--- src/design/ptt_pkg.sv ---
// Package for the path tag table: operation codes, controller states and the
// structs that travel between the controller and the row of table cells.
// Depends on nothing; every other design file uses it by scoped names.
package ptt_pkg;

    // Operation codes of an input transaction.
    localparam logic OP_UPDATE = 1'b0;
    localparam logic OP_FLUSH  = 1'b1;

    // Controller states.
    typedef enum logic [1:0] {
        ST_IDLE,
        ST_SCAN,
        ST_FLUSH
    } state_t;

    // Broadcast from the controller to every cell.
    typedef struct packed {
        logic [31:0] key;
        logic [7:0]  outn;
        logic [31:0] tag;
        logic        flush;
        logic        commit;
        logic        insert;
    } cmd_t;

    // Search token handed from one cell to the next.
    typedef struct packed {
        logic        tok;
        logic        hit_seen;
        logic        free_seen;
        logic        changed;
        logic        del;
        logic [31:0] old_tag;
    } link_t;

endpackage

--- src/design/ptt_ctrl.sv ---
// Controller: takes transactions, launches the search token, commits an insert
// and registers the result. Depends on ptt_pkg.
module ptt_ctrl (
    input  logic           clk,
    input  logic           rst_n,
    input  logic           start,
    input  logic           operation,
    input  logic [31:0]    path_key,
    input  logic [7:0]     output_number,
    input  logic [31:0]    new_tag,
    input  ptt_pkg::link_t tail,
    output logic           busy,
    output ptt_pkg::cmd_t  cmd,
    output ptt_pkg::link_t head,
    output logic           done,
    output logic           tag_stored,
    output logic           delete_request,
    output logic [31:0]    old_tag,
    output logic           table_full
);

    ptt_pkg::state_t state_reg;
    ptt_pkg::state_t state_next;
    logic        tok0_reg;
    logic        accept;
    logic        commit;
    logic        flush;
    logic [31:0] key_reg;
    logic [7:0]  outn_reg;
    logic [31:0] tag_reg;
    logic        done_reg;
    logic        done_next;
    logic        changed_reg;
    logic        changed_next;
    logic        del_reg;
    logic        del_next;
    logic [31:0] old_reg;
    logic [31:0] old_next;
    logic        full_reg;
    logic        full_next;
    logic        insert;

    assign busy   = (state_reg != ptt_pkg::ST_IDLE);
    assign accept = start && !busy;
    assign insert = !tail.hit_seen && tail.free_seen;

    // Next state.
    always_comb
    begin
        state_next = state_reg;
        case (state_reg)
            ptt_pkg::ST_IDLE:
            begin
                if (accept)
                begin
                    state_next = (operation == ptt_pkg::OP_FLUSH) ?
                                 ptt_pkg::ST_FLUSH : ptt_pkg::ST_SCAN;
                end
            end
            ptt_pkg::ST_SCAN:
            begin
                if (tail.tok)
                begin
                    state_next = ptt_pkg::ST_IDLE;
                end
            end
            ptt_pkg::ST_FLUSH:
            begin
                state_next = ptt_pkg::ST_IDLE;
            end
            default:
            begin
                state_next = ptt_pkg::ST_IDLE;
            end
        endcase
    end

    // Outputs of the state machine and the next result.
    always_comb
    begin
        commit       = 1'b0;
        flush        = 1'b0;
        done_next    = 1'b0;
        changed_next = 1'b0;
        del_next     = 1'b0;
        old_next     = 32'd0;
        full_next    = 1'b0;
        case (state_reg)
            ptt_pkg::ST_SCAN:
            begin
                if (tail.tok)
                begin
                    commit    = 1'b1;
                    done_next = 1'b1;
                    if (tail.hit_seen)
                    begin
                        changed_next = tail.changed;
                        del_next     = tail.del;
                        old_next     = tail.del ? tail.old_tag : 32'd0;
                    end
                    else if (tail.free_seen)
                    begin
                        changed_next = 1'b1;
                    end
                    else
                    begin
                        full_next = 1'b1;
                    end
                end
            end
            ptt_pkg::ST_FLUSH:
            begin
                flush     = 1'b1;
                done_next = 1'b1;
            end
            default:
            begin
                commit = 1'b0;
            end
        endcase
    end

    // Control registers.
    always_ff @(posedge clk or negedge rst_n)
    begin
        if (!rst_n)
        begin
            state_reg <= ptt_pkg::ST_IDLE;
            tok0_reg  <= 1'b0;
            done_reg  <= 1'b0;
        end
        else
        begin
            state_reg <= state_next;
            tok0_reg  <= accept && (operation == ptt_pkg::OP_UPDATE);
            done_reg  <= done_next;
        end
    end

    // Transaction payload and result registers.
    always_ff @(posedge clk)
    begin
        if (accept)
        begin
            key_reg  <= path_key;
            outn_reg <= output_number;
            tag_reg  <= new_tag;
        end
        changed_reg <= changed_next;
        del_reg     <= del_next;
        old_reg     <= old_next;
        full_reg    <= full_next;
    end

    // Broadcast to the cells and the head of the chain.
    always_comb
    begin
        cmd.key      = key_reg;
        cmd.outn     = outn_reg;
        cmd.tag      = tag_reg;
        cmd.flush    = flush;
        cmd.commit   = commit;
        cmd.insert   = insert;
        head         = '0;
        head.tok     = tok0_reg;
    end

    assign done           = done_reg;
    assign tag_stored     = changed_reg;
    assign delete_request = del_reg;
    assign old_tag        = old_reg;
    assign table_full     = full_reg;

endmodule

--- config.mk ---
export PLATFORM = sky130hd
export DESIGN_NAME = ptt_ctrl
export DESIGN_NICKNAME = d
export VERILOG_FILES = /design/src/design/ptt_pkg.sv /design/src/design/ptt_ctrl.sv
export SDC_FILE = /design/constraint.sdc
export NUM_CORES = 1
export LEC_CHECK = 0
export ABC_AREA = 1
export BUFFER_PORTS_ARGS = -buffer_cell sky130_fd_sc_hd__buf_2
export CAP_MARGIN = 20
export CORE_MARGIN = 2
export CORE_UTILIZATION = 37
export DETAILED_ROUTE_END_ITERATION = 8
export GPL_ROUTABILITY_DRIVEN = 0
export GPL_TIMING_DRIVEN = 0
export PLACE_DENSITY = 0.76
export SYNTH_ARGS = -nofsm -noshare
export SYNTH_HDL_FRONTEND = slang
export SYNTH_SLANG_ARGS = --single-unit
export TNS_END_PERCENT = 30
--- constraint.sdc ---
create_clock -name clk -period 2.3 [get_ports clk]
set_input_delay 0.345 -clock clk [delete_from_list [all_inputs] [get_ports clk]]
set_output_delay 0.345 -clock clk [all_outputs]
set_load 0.02 [all_outputs]
==> results_dict.tcl <==
set metrics [dict create \
    status "completed" \
    fp.coreArea_um2 9860 \
    ys.warnings.count 0 \
    fillers 834 \
    power.leakage_uw 0.00278 \
    endpoint_kind "flop" \
    num_antenna_cells 0 \
    nNetsFinal 639 \
    critical_path.top_delay_family "buffers and inverters" \
    worstSetupPathType "flop to flop" \
    wl_per_cell_um 13.2 \
    grt_pass1_vias 2610 \
    track_usage 0.158 \
    post_cts_buffers 0 \
    holdWs_ns 0.152 \
    start_util 0.383 \
    register_area_um2 2960 \
    synth-seq-cells 111 \
    grt-ovfl-total 0 \
    synthCells 250 \
    maxCapViolations 0 \
    ant_nets 0 \
    io_buffers 225 \
    hold_class "input pin to flop" \
    fin_skew_ns 0.00961 \
    syn_area_um2 3780 \
    post-place-ws_ns 0.372 \
    arrival_ns 2.05 \
    vias 2593 \
    std_cell_rows 36 \
    drive_gt1_frac 0.596 \
    die_h_um 105 \
    drtPass1Iterations 4 \
    regToRegSetupSlack_ns 0.34 \
    hold_start "path_key[2]" \
    slew_headroom 0.636 \
    cts_buffer_depth 2 \
    holdBufCountCts 1 \
    cts.htree.levels 3 \
    stdcell_area_um2 5420 \
    place_area_um2 5230 \
    post-route-min-period_ns 1.96 \
    numCtsBuffers 9 \
    max_stage_delay_ns 0.47 \
    grt_pass1_wl_um 13100 \
    drcViolationCount 0 \
    crit_path_cell_trace "inv_1 -> ha_1 -> nand2_1 -> clkinvlp_4 -> buf_12" \
    multi_input_area_um2 454 \
    cp_max_fo 48 \
    max_freq_mhz 510 \
    postSynthAreaPerCell_um2 15.1 \
    antenna_found_initial 0 \
    clock-root-buffer "clkbuf_8" \
    synthDistinctLibCells 17 \
    fin_tns_setup_ns 0 \
    vdd_drop_max_mv 0.358 \
    ff2ff_path_depth 5 \
    boundaryPins 262 \
    ys_seq_area_frac 0.784 \
    critPathRequiredTime_ns 2.39 \
    holdPathEnd "key_reg[2]$_DFFE_PP_" \
    cp-start-kind "flop" \
    layout_common_cells "225 x buf_2, 72 x edfxtp_1, 40 x inv_1, 40 x buf_4, 36 x conb_1" \
    r2r-start "state_reg[0]$_DFFE_PN0P_" \
    worst_slack_ns 0.339 \
    cts-resized-gates 0 \
    cts_tree "yes" \
    clk_pin_slew_worst_paths_ns 0.10 \
    place_hpwl_um 7120 \
    syn_to_final_growth_pct 43.5 \
    hold_depth 1 \
    die_w_um 105 \
    final_common_cell "buf_2" \
    tightest_slew_ns 0.545 \
    setup_viol 0 \
    clk_latency_ns 0.35 \
    cp_slowest_cell "clkinvlp_4" \
    critical_path_buf_inv_count 3 \
    routed_via_density 3.93 \
    clock-sinks 111 \
    finalWirelength_um 8730 \
    post-route-period-util 0.853 \
    r2r_end "key_reg[7]$_DFFE_PP_" \
    power.density_nw_per_um2 894 \
    drtIter0Drc 72 \
    finalMaxSlewViolations 0 \
    grt_max_degree 49 \
    final-hold-violation-count 0 \
    dieArea_um2 11000 \
    grt_setup_unrepaired "no" \
]
[how the worst max path moves through the flow]
stage / end / cells after the start / start
finish: key_reg[7]$_DFFE_PP_ / 5 / state_reg[0]$_DFFE_PN0P_
global placement: tag_reg[23]$_DFFE_PP_ / 4 / state_reg[0]$_DFFE_PN0P_
CTS: key_reg[0]$_DFFE_PP_ / 5 / state_reg[0]$_DFFE_PN0P_
global route: key_reg[23]$_DFFE_PP_ / 5 / state_reg[1]$_DFFE_PN0P_
floorplan: key_reg[0]$_DFFE_PP_ / 4 / state_reg[0]$_DFFE_PN0P_
detailed placement: key_reg[27]$_DFFE_PP_ / 5 / state_reg[0]$_DFFE_PN0P_
[cells by family after synthesis]
logic type / synth area share
other: 0.000993
AND/OR/NAND/NOR: 0.0712
AO/OA/AOI/OAI: 0.00331
adder cells (fa/ha/maj): 0.00994
buffers and inverters: 0.130
flip-flops: 0.784
[metrics by stage]
step | utilization | total power (µW) | std cells
after floorplan | - | 3340 | 285
after global placement | 0.528 | 3740 | 643
after detailed placement | 0.530 | 3780 | 644
after CTS | 0.550 | 4900 | 660
after global routing | 0.550 | 5090 | 660
final | 0.550 | 4850 | 660
[cell type report]
| type | instances | share of cell area |
|---|---|---|
| sequential | 111 | 0.547 |
| tap | 133 | 0.0307 |
| timing repair buffer | 227 | 0.213 |
| inverter | 42 | 0.0298 |
| clock buffer | 10 | 0.0235 |
| multi-input combinational | 89 | 0.0838 |
| buffer | 43 | 0.0616 |
| clock inverter | 5 | 0.0108 |
[layer usage]
metal | wire length (µm) | up-vias | part of all wire | GRT usage
li1 | - | 1259 | - | -
met1 | 3100 | 1157 | 0.35 | 0.163
met2 | 4610 | 165 | 0.53 | 0.288
met3 | 894 | 12 | 0.10 | 0.0549
met4 | 129 | 0 | 0.015 | 0.0705
met5 | 0 | - | 0 | 0
[cells in the mapped netlist]
library cell / instances / area share
conb_1: 1 / 0.00099
dfxtp_1: 35 / 0.19
edfxtp_1: 72 / 0.57
nand3_1: 1 / 0.0013
dfrtp_1: 4 / 0.026
nand3_4: 1 / 0.0046
o21a_1: 1 / 0.0020
inv_1: 41 / 0.041
nor3_1: 1 / 0.0013
inv_2: 1 / 0.00099
nor2_1: 4 / 0.0040
buf_6: 3 / 0.0089
nor2_2: 29 / 0.048
a21oi_1: 1 / 0.0013
ha_1: 3 / 0.0099
nand2_1: 12 / 0.012
buf_4: 40 / 0.079
[power breakdown]
part / total, µW / internal, µW / switching (µW)
sequential: 2560 / 2490 / 73.4
clock: 1120 / 503 / 621
combinational: 1160 / 376 / 786
Power figures use the tool's default switching activity.
