## src/design/ptt_pkg.sv

```systemverilog
// Package for the path tag table: operation codes, controller states and the
// structs that travel between the controller and the row of table cells.
// Depends on nothing; every other design file uses it by scoped names.
package ptt_pkg;

    // Operation codes of an input transaction.
    localparam logic OP_UPDATE = 1'b0;
    localparam logic OP_FLUSH  = 1'b1;

    // Controller states.
    typedef enum logic [1:0] {
        ST_IDLE,
        ST_SCAN,
        ST_FLUSH
    } state_t;

    // Broadcast from the controller to every cell.
    typedef struct packed {
        logic [31:0] key;
        logic [7:0]  outn;
        logic [31:0] tag;
        logic        flush;
        logic        commit;
        logic        insert;
    } cmd_t;

    // Search token handed from one cell to the next.
    typedef struct packed {
        logic        tok;
        logic        hit_seen;
        logic        free_seen;
        logic        changed;
        logic        del;
        logic [31:0] old_tag;
    } link_t;

endpackage

```

## src/design/ptt_cell.sv

```systemverilog
// One table entry with its share of the search chain.
// Depends on ptt_pkg for cmd_t and link_t.
module ptt_cell (
    input  logic           clk,
    input  logic           rst_n,
    input  ptt_pkg::cmd_t  cmd,
    input  ptt_pkg::link_t link_in,
    output ptt_pkg::link_t link_out
);

    logic        valid_reg;
    logic        valid_next;
    logic        cand_reg;
    logic        cand_next;
    logic [31:0] key_reg;
    logic [7:0]  outn_reg;
    logic [31:0] tag_reg;
    logic        hit;
    logic        take_hit;
    logic        take_free;
    logic        tag_diff;
    logic        write_tag;
    logic        write_all;
    ptt_pkg::link_t link_reg;
    ptt_pkg::link_t link_next;

    // Match and free-slot tests while the token sits at this cell.
    always_comb
    begin
        hit       = valid_reg && (key_reg == cmd.key) && (outn_reg == cmd.outn);
        take_hit  = link_in.tok && hit && !link_in.hit_seen;
        take_free = link_in.tok && !valid_reg && !link_in.free_seen && !link_in.hit_seen;
        tag_diff  = (tag_reg != cmd.tag);
        write_tag = take_hit && tag_diff;
        write_all = cmd.commit && cmd.insert && cand_reg;
    end

    // Token and running result handed on to the next cell.
    always_comb
    begin
        link_next           = link_in;
        link_next.hit_seen  = link_in.hit_seen || (link_in.tok && hit);
        link_next.free_seen = link_in.free_seen || take_free;
        link_next.changed   = link_in.changed || write_tag;
        if (write_tag && (tag_reg != 32'd0))
        begin
            link_next.del     = 1'b1;
            link_next.old_tag = tag_reg;
        end
    end

    // Valid mark and insert candidate.
    always_comb
    begin
        valid_next = valid_reg;
        cand_next  = cand_reg;
        if (cmd.flush)
        begin
            valid_next = 1'b0;
            cand_next  = 1'b0;
        end
        else if (cmd.commit)
        begin
            if (write_all)
            begin
                valid_next = 1'b1;
            end
            cand_next = 1'b0;
        end
        else if (take_free)
        begin
            cand_next = 1'b1;
        end
    end

    // Control state of the cell.
    always_ff @(posedge clk or negedge rst_n)
    begin
        if (!rst_n)
        begin
            valid_reg <= 1'b0;
            cand_reg  <= 1'b0;
            link_reg  <= '0;
        end
        else
        begin
            valid_reg <= valid_next;
            cand_reg  <= cand_next;
            link_reg  <= link_next;
        end
    end

    // Entry contents; no reset needed.
    always_ff @(posedge clk)
    begin
        if (write_all)
        begin
            key_reg  <= cmd.key;
            outn_reg <= cmd.outn;
        end
        if (write_all || write_tag)
        begin
            tag_reg <= cmd.tag;
        end
    end

    assign link_out = link_reg;

endmodule

```

## config.mk

```make
export PLATFORM = sky130hd
export DESIGN_NAME = ptt_cell
export DESIGN_NICKNAME = d
export VERILOG_FILES = /design/src/design/ptt_pkg.sv /design/src/design/ptt_cell.sv
export SDC_FILE = /design/constraint.sdc
export NUM_CORES = 1
export LEC_CHECK = 0
export BUFFER_PORTS_ARGS = -buffer_cell sky130_fd_sc_hd__buf_4
export CORE_MARGIN = 5
export CORE_UTILIZATION = 30
export DETAILED_ROUTE_END_ITERATION = 6
export MAX_ROUTING_LAYER = met4
export PLACE_DENSITY_LB_ADDON = 0.08
export SLEW_MARGIN = 30
export SYNTH_ARGS = -nofsm -noshare
export SYNTH_HDL_FRONTEND = slang
export SYNTH_SLANG_ARGS = --single-unit
```

## constraint.sdc

```tcl
create_clock -name clk -period 5.15 [get_ports clk]
set_input_delay 1.03 -clock clk [delete_from_list [all_inputs] [get_ports clk]]
set_output_delay 1.03 -clock clk [all_outputs]
set_load 0.01 [all_outputs]
```

==> results of run 1 <==
-- metrics by stage --
stage	hold slack [ps]	instance area [um^2]	instances	utilization (%)
3_3_place_gp	539	5930	607	39.2
4_1_cts	543	6240	623	41.2
5_1_grt	555	6240	623	41.2
6_report	538	6240	623	41.2
2_1_floorplan	502	4610	269	-
3_5_place_dp	530	5930	607	39.2
-- how the worst max path moves through the flow --
| stage | from | endpoint | slack [ps] | cells after the start |
|---|---|---|---|---|
| 2_1_floorplan | cmd[69] | tag_reg[0] | 2090 | 6 |
| 3_3_place_gp | cmd[69] | link_out[31] | 1490 | 8 |
| 3_5_place_dp | cmd[69] | link_out[31] | 1450 | 8 |
| 4_1_cts | cmd[69] | link_out[31] | 1820 | 8 |
| 5_1_grt | cmd[69] | link_out[31] | 1680 | 8 |
| 6_report | cmd[69] | link_out[31] | 1950 | 8 |
-- Yosys cell counts --
cell      count  area [um^2]
nand4_1      12         75.1
mux2_4       29          435
nor3_1        2         10.0
nand2_1       3         11.3
a21oi_1       2         10.0
or2_2         3         18.8
buf_6         1         11.3
edfxtp_1     72         2160
nand3_1       2         10.0
nor4_2        1         12.5
nor4b_1       1         8.76
xnor2_1      33          289
o211a_1       1         10.0
nor2_1        1         3.75
xor2_1       39          342
dfrtp_1      39          976
nor4_1       19          119
inv_1         2         7.51
buf_12        3         60.1
nand2b_1      1         6.26
mux2_2        3         33.8
-- critical path: stages --
cell and delay, ps:
buf_4 120, xor2_1 150, nor4_1 340, nand4_1 190, nor4_2 430, o211a_2 460
buf_4 330, mux2_2 360
-- layer usage --
metal	track usage [%]	vias up	routed length, um
met5	-	-	0
met4	4.11	0	182
met3	5.21	13	959
met2	19.9	105	5290
met1	15.8	1321	4790
li1	-	1309	-
-- cell type report --
class / count / share of cell area (%)
Sequential cell: 111 / 50.3
Tap cell: 188 / 3.77
Multi-Input combinational cell: 152 / 22.3
Clock buffer: 13 / 4.33
Timing Repair Buffer: 154 / 18.5
Inverter: 2 / 0.120
Clock inverter: 3 / 0.641
-- cell families (layout without fill, tap and decap cells) --
family / Yosys count / in the layout / share of synthesized area, %
AO/OA/AOI/OAI: 3 / 3 / 0.434
XOR/XNOR: 72 / 72 / 13.7
buffers and inverters: 6 / 172 / 1.71
flip-flops: 111 / 111 / 68.0
multiplexers: 32 / 32 / 10.2
AND/OR/NAND/NOR: 45 / 45 / 5.97
-- power groups by stage --
stage	sequential, W	clock (W)	combinational, W
CTS	0.000975	0.000753	0.000175
global route	0.000976	0.000788	0.000186
global placement	0.000994	0	0.000173
detailed placement	0.000994	0	0.000175
floorplan	0.00100	0	0.0000457
finish	0.000975	0.000722	0.000171
==> impl_metrics.yaml, run 1 <==
yosys:
  yosysWarnings: 0
  synth_cells: 269
  synth.distinct_cells: 21
  syn_area_per_cell_um2: 17.1
  ys_seq_elements: 111
  synth_nets: 383
  synth_area_um2: 4610
  ys_seq_area_share_pct: 68.0
route:
  drc: 0
  vias_per_cell: 4.41
  dr_total_vias: 2748
  drt.antenna.violating_nets: 0
  postRouteWirelength_um: 11200
  dr.first_iter.drc_count: 86
  firstDrtPassIters: 4
  wl_per_cell_um: 18.0
pwr:
  power.share.clock_pct: 38.6
  netSwitchingFraction_pct: 20.2
  p_switching_w: 0.000377
  power.density_nw_per_um2: 299
  power.total_w: 0.00187
  peakVddDrop_mv: 0.158
  comb_power_share_pct: 9.2
  p_int_w: 0.00149
  p_leak_nw: 2.50
  seq_power_share_pct: 52.2
floorplanning:
  dieArea_um2: 18000
  fp.dieH_um: 134
  die_width_um: 134
  start_util_pct: 30.5
  rows: 45
  io_pins: 151
  core_region_area_um2: 15100
cells_and_area:
  drive_gt1_share_pct: 47.4
  syn_to_final_growth_pct: 35.4
  final_common_cell: "buf_4"
  final_cell_mix: "buf_4 (154), edfxtp_1 (72), xor2_1 (39), dfrtp_1 (39), xnor2_1 (33)"
  largest_reg_flops: 37
  multi_input_area_um2: 1400
  n_fill_cell: 1456
  antenna_cells: 0
  layout.nets: 544
  final-seq-area_um2: 3140
placement:
  post-dp-hpwl_um: 8630
  port_buffers: 150
  gp_congestion: 0.758
  dp_slack_ps: 1450
critical_path:
  worstSetupPathType: "input pin to flip-flop"
  arrival_ps: 3430
  endpoint_kind: "flip-flop"
  start_kind: "input pin"
  worst_ep_required_time_ps: 5390
  rrSetupSlack_ps: 2380
  reg2reg_depth: 7
  worstPathMaxFanout: 13
  r2r_start: "key_reg[26]"
  rr_endpoint: "link_out[31]"
sta:
  slew_headroom_pct: 63.5
  worst_pin_slew_ps: 547
  hold_violations: 0
  drv_slew: 0
  setup_ws_ps: 1950
  setup_viol: 0
  period_share_pct: 62.1
  timing.fmax_ghz: 0.313
  fin_skew_ps: 8.12
  grt_setup_unrepaired: "false"
  period_needed_ps: 3200
  fin_setup_tns_ps: 0
global_routing:
  antenna_found_initial: 0
  grt_pass1_vias: 3079
  grt_first_pass_wirelength_um: 17000
  grt_util_all_layers_pct: 13.0
  grt_max_degree: 41
  overflow: 0
clock_network:
  cts_buffers: 9
  numClockSinks: 111
  hold_buffers: 0
  clock_latency_ps: 350
  clk_pin_slew_ps: 70
  cts_setup_buffers: 0
  ctsRootBufferMaster: "clkbuf_16"
  cts_tree: "built"
  cts_resized: 0
  htreeDepth: 3
  cts_buffer_depth: 2
min_path:
  min_from: "valid_reg"
  min_delay_worst_endpoint: "valid_reg"
  min_path_cells: 2
  hold_class: "flip-flop to flip-flop"
flow_run:
  drv_cap: 0
run_status:
  status: "finished clean"
(Power assumes the default switching activity.)
==> inputs of run 2 (changes only) <==
Clock period 5.15 ns to 2.98 ns, I/O delays scaled along.
==> run 2 against run 1 <==
Effect of this change:
- clock-buffer cell count grew 1
- highest routed layer unchanged
- die area unchanged
- clock power is 81% higher
- setup slack lost 1600 ps
- wire length about the same
- via count fell by 2.0%
- sequential cell count unchanged
- register-to-register slack worse by 2000 ps
- critical path depth fell by 1
- first-iteration DRC count grew 52%
==> impl_metrics.yaml, run 2 (synthesis gave the netlist of run 1 again) <==
route:
  dr_total_vias: 2692
  dr.first_iter.drc_count: 131
  vias_per_cell: 4.32
  postRouteWirelength_um: 11200
  firstDrtPassIters: 4
  drc: 0
  drt.antenna.violating_nets: 0
  wl_per_cell_um: 18.0
pwr:
  netSwitchingFraction_pct: 20.0
  power.share.clock_pct: 39.8
  p_leak_nw: 2.52
  seq_power_share_pct: 51.3
  peakVddDrop_mv: 0.268
  comb_power_share_pct: 9.0
  power.density_nw_per_um2: 522
  p_switching_w: 0.000658
  p_int_w: 0.00263
sta:
  fin_skew_ps: 6.88
  slew_headroom_pct: 64.6
  setup_viol: 0
  timing.fmax_ghz: 0.388
  worst_pin_slew_ps: 531
  hold_violations: 0
  drv_slew: 0
  grt_setup_unrepaired: "false"
  hold_ws_ps: 220
  setup_ws_ps: 400
  period_share_pct: 86.6
  period_needed_ps: 2580
clock_network:
  hold_buffers: 0
  htreeDepth: 3
  cts_tree: "built"
  cts_buffers: 9
  cts_setup_buffers: 0
  clk_pin_slew_ps: 70
  clock_latency_ps: 350
  ctsRootBufferMaster: "clkbuf_16"
  cts_resized: 0
  cts_buffer_depth: 2
  numClockSinks: 111
cells_and_area:
  final-seq-area_um2: 3140
  n_fill_cell: 1428
  final_common_cell: "buf_4"
  syn_to_final_growth_pct: 36.6
  antenna_cells: 0
  layout.nets: 544
  largest_reg_flops: 37
  utilization_pct: 41.6
  fin_area_um2: 6300
  multi_input_area_um2: 1400
  drive_gt1_share_pct: 47.4
  final_cell_mix: "buf_4 (151), edfxtp_1 (72), xor2_1 (39), dfrtp_1 (39), xnor2_1 (33)"
  final-instance-count-excl-fill: 623
floorplanning:
  dieArea_um2: 18000
  start_util_pct: 30.5
  fp.dieH_um: 134
  die_width_um: 134
  rows: 45
  io_pins: 151
  core_region_area_um2: 15100
critical_path:
  cpLargestDelayFamily: "simple AND/OR/NAND/NOR gates"
  worstSetupPathType: "flip-flop to flip-flop"
  cp_num_buf_inv: 1
  start_kind: "flip-flop"
  endpoint_kind: "flip-flop"
  slowest_delay_ps: 470
  crit_chain: "xor2_1 -> nor4_1 -> nand4_1 -> nor4_2 -> o211a_2 -> buf_12 -> mux2_2"
  cp_slowest_cell: "nor4_2"
  worstPathMaxFanout: 20
  worst_ep_required_time_ps: 3210
  arrival_ps: 2810
placement:
  dpl_cell_area_um2: 5970
  gp_congestion: 0.760
  dp_cells: 607
  port_buffers: 150
  post-dp-hpwl_um: 8660
  dp_slack_ps: -19.8
global_routing:
  overflow: 0
  antenna_found_initial: 0
  grt_max_degree: 41
  met1_usage_pct: 16.6
  grt_pass1_vias: 3101
  met2_usage_pct: 20.4
  grt_util_all_layers_pct: 13.3
  grt_first_pass_wirelength_um: 17500
  use_met3_pct: 4.65
  grt-busiest-layer: "met2"
flow_run:
  drv_cap: 0
min_path:
  hold_class: "input pin to async pin"
run_status:
  status: "finished clean"
[run 2: cell count changes in the layout (fill, tap and decap cells not counted)]
cell,previous run,this run
clkbuf_16,9,10
buf_12,0,3
clkinv_2,2,1
buf_4,154,151
[run 2: power groups by stage]
stage / Sequential, W / Clock [W] / Combinational (W)
final: 0.00169 / 0.00131 / 0.000295
after global routing: 0.00169 / 0.00143 / 0.000323
after CTS: 0.00169 / 0.00136 / 0.000303
after detailed placement: 0.00172 / 0 / 0.000302
after global placement: 0.00172 / 0 / 0.000300
after floorplan: 0.00173 / 0 / 0.0000791
[run 2: per-layer routing]
metal	routed length (um)	vias to the layer above
li1	-	1306
met1	4970	1282
met2	5280	94
met3	827	10
met4	153	0
met5	0	-
[run 2: layout make-up]
cell class | instances | area share (%)
Multi-Input combinational cell | 152 | 22.1
Sequential cell | 111 | 49.8
Inverter | 2 | 0.119
Timing Repair Buffer | 154 | 18.9
Clock buffer | 14 | 4.69
Clock inverter | 2 | 0.556
Tap cell | 188 | 3.73
[run 2: worst paths after layout]
kind,from,end,slack (ps),cells after the start
min in group clk,link_in[36],link_out[36],370,1
max in group asynchronous,rst_n,link_out[18],2380,1
worst max register to register,key_reg[26],link_out[1],400,7
worst max-delay path,key_reg[26],link_out[1],400,7
worst min-delay path,rst_n,link_out[30],220,1
worst min register to register,valid_reg,valid_reg,570,2
[run 2: per-stage QoR]
| stage | total power, W | setup TNS (ps) |
|---|---|---|
| floorplan | 0.00181 | 0 |
| global placement | 0.00202 | 0 |
| detailed placement | 0.00202 | -36.8 |
| CTS | 0.00335 | 0 |
| global route | 0.00344 | 0 |
| finish | 0.00329 | 0 |
==> inputs of run 3 (changes only) <==
Settings changed: REMOVE_ABC_BUFFERS set to 1.
Clock period 2.98 ns to 2.1 ns, I/O delays scaled along.
==> run 3 against run 2 <==
Effect of this change:
- the run now ends with setup timing left
- setup slack lost 740 ps
- register-to-register slack lost 740 ps
- via count rose by 7.2%
- critical path depth increased by 2
- critical endpoint is now link_out[23]
- largest cell class unchanged
==> impl_metrics.yaml, run 3 (synthesis gave the netlist of run 1 again) <==
run_status:
  status: "finished, violations left"
  violations: "setup timing"
placement:
  dp_slack_ps: -605
  post-dp-hpwl_um: 8620
  port_buffers: 150
  dpl_cell_area_um2: 6240
  gp_congestion: 0.734
  dp_cells: 642
critical_path:
  r2r_start: "key_reg[29]"
  worst_ep_required_time_ps: 2330
  worstSetupPathType: "flip-flop to flip-flop"
  endpoint_kind: "flip-flop"
  rr_endpoint: "link_out[23]"
  arrival_ps: 2670
  start_kind: "flip-flop"
  rrSetupSlack_ps: -340
  worstPathMaxFanout: 9
  reg2reg_depth: 9
sta:
  hold_violations: 0
  grt_setup_unrepaired: "true"
  drv_slew: 0
  slew_headroom_pct: 62.3
  timing.fmax_ghz: 0.409
  fin_skew_ps: 7.13
  fin_setup_tns_ps: -17760
  worst_pin_slew_ps: 566
  setup_viol: 66
  period_share_pct: 116
  period_needed_ps: 2440
  setup_ws_ps: -342
global_routing:
  grt_first_pass_wirelength_um: 18200
  grt_pass1_vias: 3186
  antenna_found_initial: 0
  overflow: 0
  grt_util_all_layers_pct: 13.9
  grt_max_degree: 41
cells_and_area:
  final_cell_mix: "buf_4 (190), edfxtp_1 (72), xor2_1 (39), dfrtp_1 (39)"
  layout.nets: 591
  final-seq-area_um2: 3140
  multi_input_area_um2: 1460
  final-instance-count-excl-fill: 670
  syn_to_final_growth_pct: 46.7
  antenna_cells: 0
  n_fill_cell: 1409
  fin_area_um2: 6760
  final_common_cell: "buf_4"
  largest_reg_flops: 37
  drive_gt1_share_pct: 52.9
floorplanning:
  die_width_um: 134
  start_util_pct: 30.5
  core_region_area_um2: 15100
  fp.dieH_um: 134
  io_pins: 151
  rows: 45
  dieArea_um2: 18000
route:
  vias_per_cell: 4.31
  dr_total_vias: 2887
  drc: 0
  postRouteWirelength_um: 11800
  drt.antenna.violating_nets: 0
  wl_per_cell_um: 17.6
  dr.first_iter.drc_count: 106
  firstDrtPassIters: 4
clock_network:
  cts_tree: "built"
  cts_buffer_depth: 2
  hold_buffers: 0
  clock_latency_ps: 350
  cts_buffers: 9
  ctsRootBufferMaster: "clkbuf_16"
  numClockSinks: 111
  clk_pin_slew_ps: 70
  htreeDepth: 3
pwr:
  power.total_w: 0.00444
  power.density_nw_per_um2: 657
  p_leak_nw: 2.78
  peakVddDrop_mv: 0.377
flow_run:
  drv_cap: 0
min_path:
  hold_class: "input pin to async pin"
run 3: metal layers:
layer	up-vias	global-route usage, %	part of all wire, %
met5	-	-	0
met4	0	3.94	1.2
met3	9	4.99	7.2
met2	100	21.2	48
met1	1374	17.5	44
li1	1404	-	-
run 3: critical path, stage by stage, from the launching register on:
cell       delay, ps
edfxtp_1         380
xor2_1           150
nor4_1           270
buf_4            160
nand4_1          120
nor4_2           300
buf_4            190
o211a_4          180
bufbuf_16        280
mux2_4           300
run 3: per-stage QoR:
| step | hold slack (ps) | util, % |
|---|---|---|
| floorplan | 124 | - |
| global placement | 452 | 41.2 |
| detailed placement | 458 | 41.2 |
| CTS | 74.6 | 44.9 |
| global route | 96.7 | 44.7 |
| finish | 63.2 | 44.7 |
run 3: worst max path at each step:
stage | startpoint | endpoint | slack [ps] | cells past startpoint
floorplan | cmd[69] | link_out[0] | -810 | 6
global placement | cmd[69] | link_out[0] | -630 | 10
detailed placement | cmd[69] | link_out[0] | -600 | 10
CTS | key_reg[29] | link_out[6] | -370 | 9
global route | key_reg[29] | link_out[6] | -520 | 9
finish | key_reg[29] | link_out[23] | -340 | 9
run 3: area by class of cell:
type / instances / share of cell area [%]
clock buffer: 16 / 4.01
sequential: 111 / 46.4
multi-input combinational: 152 / 21.6
tap: 188 / 3.48
timing repair buffer: 201 / 24.4
inverter: 2 / 0.111
run 3: repair_timing:
item | in CTS | in global routing
setup buffers | 6 | 5
cloned | 6 | 0
setup endpoints to repair | 65 | 66
pin swaps | 2 | 0
gates resized for setup | 20 | 6
run 3: power breakdown:
group	leakage [nW]	switching, W	internal [W]
clock	0.131	0.000739	0.000875
sequential	1.11	0.0000157	0.00238
combinational	1.54	0.000165	0.000276
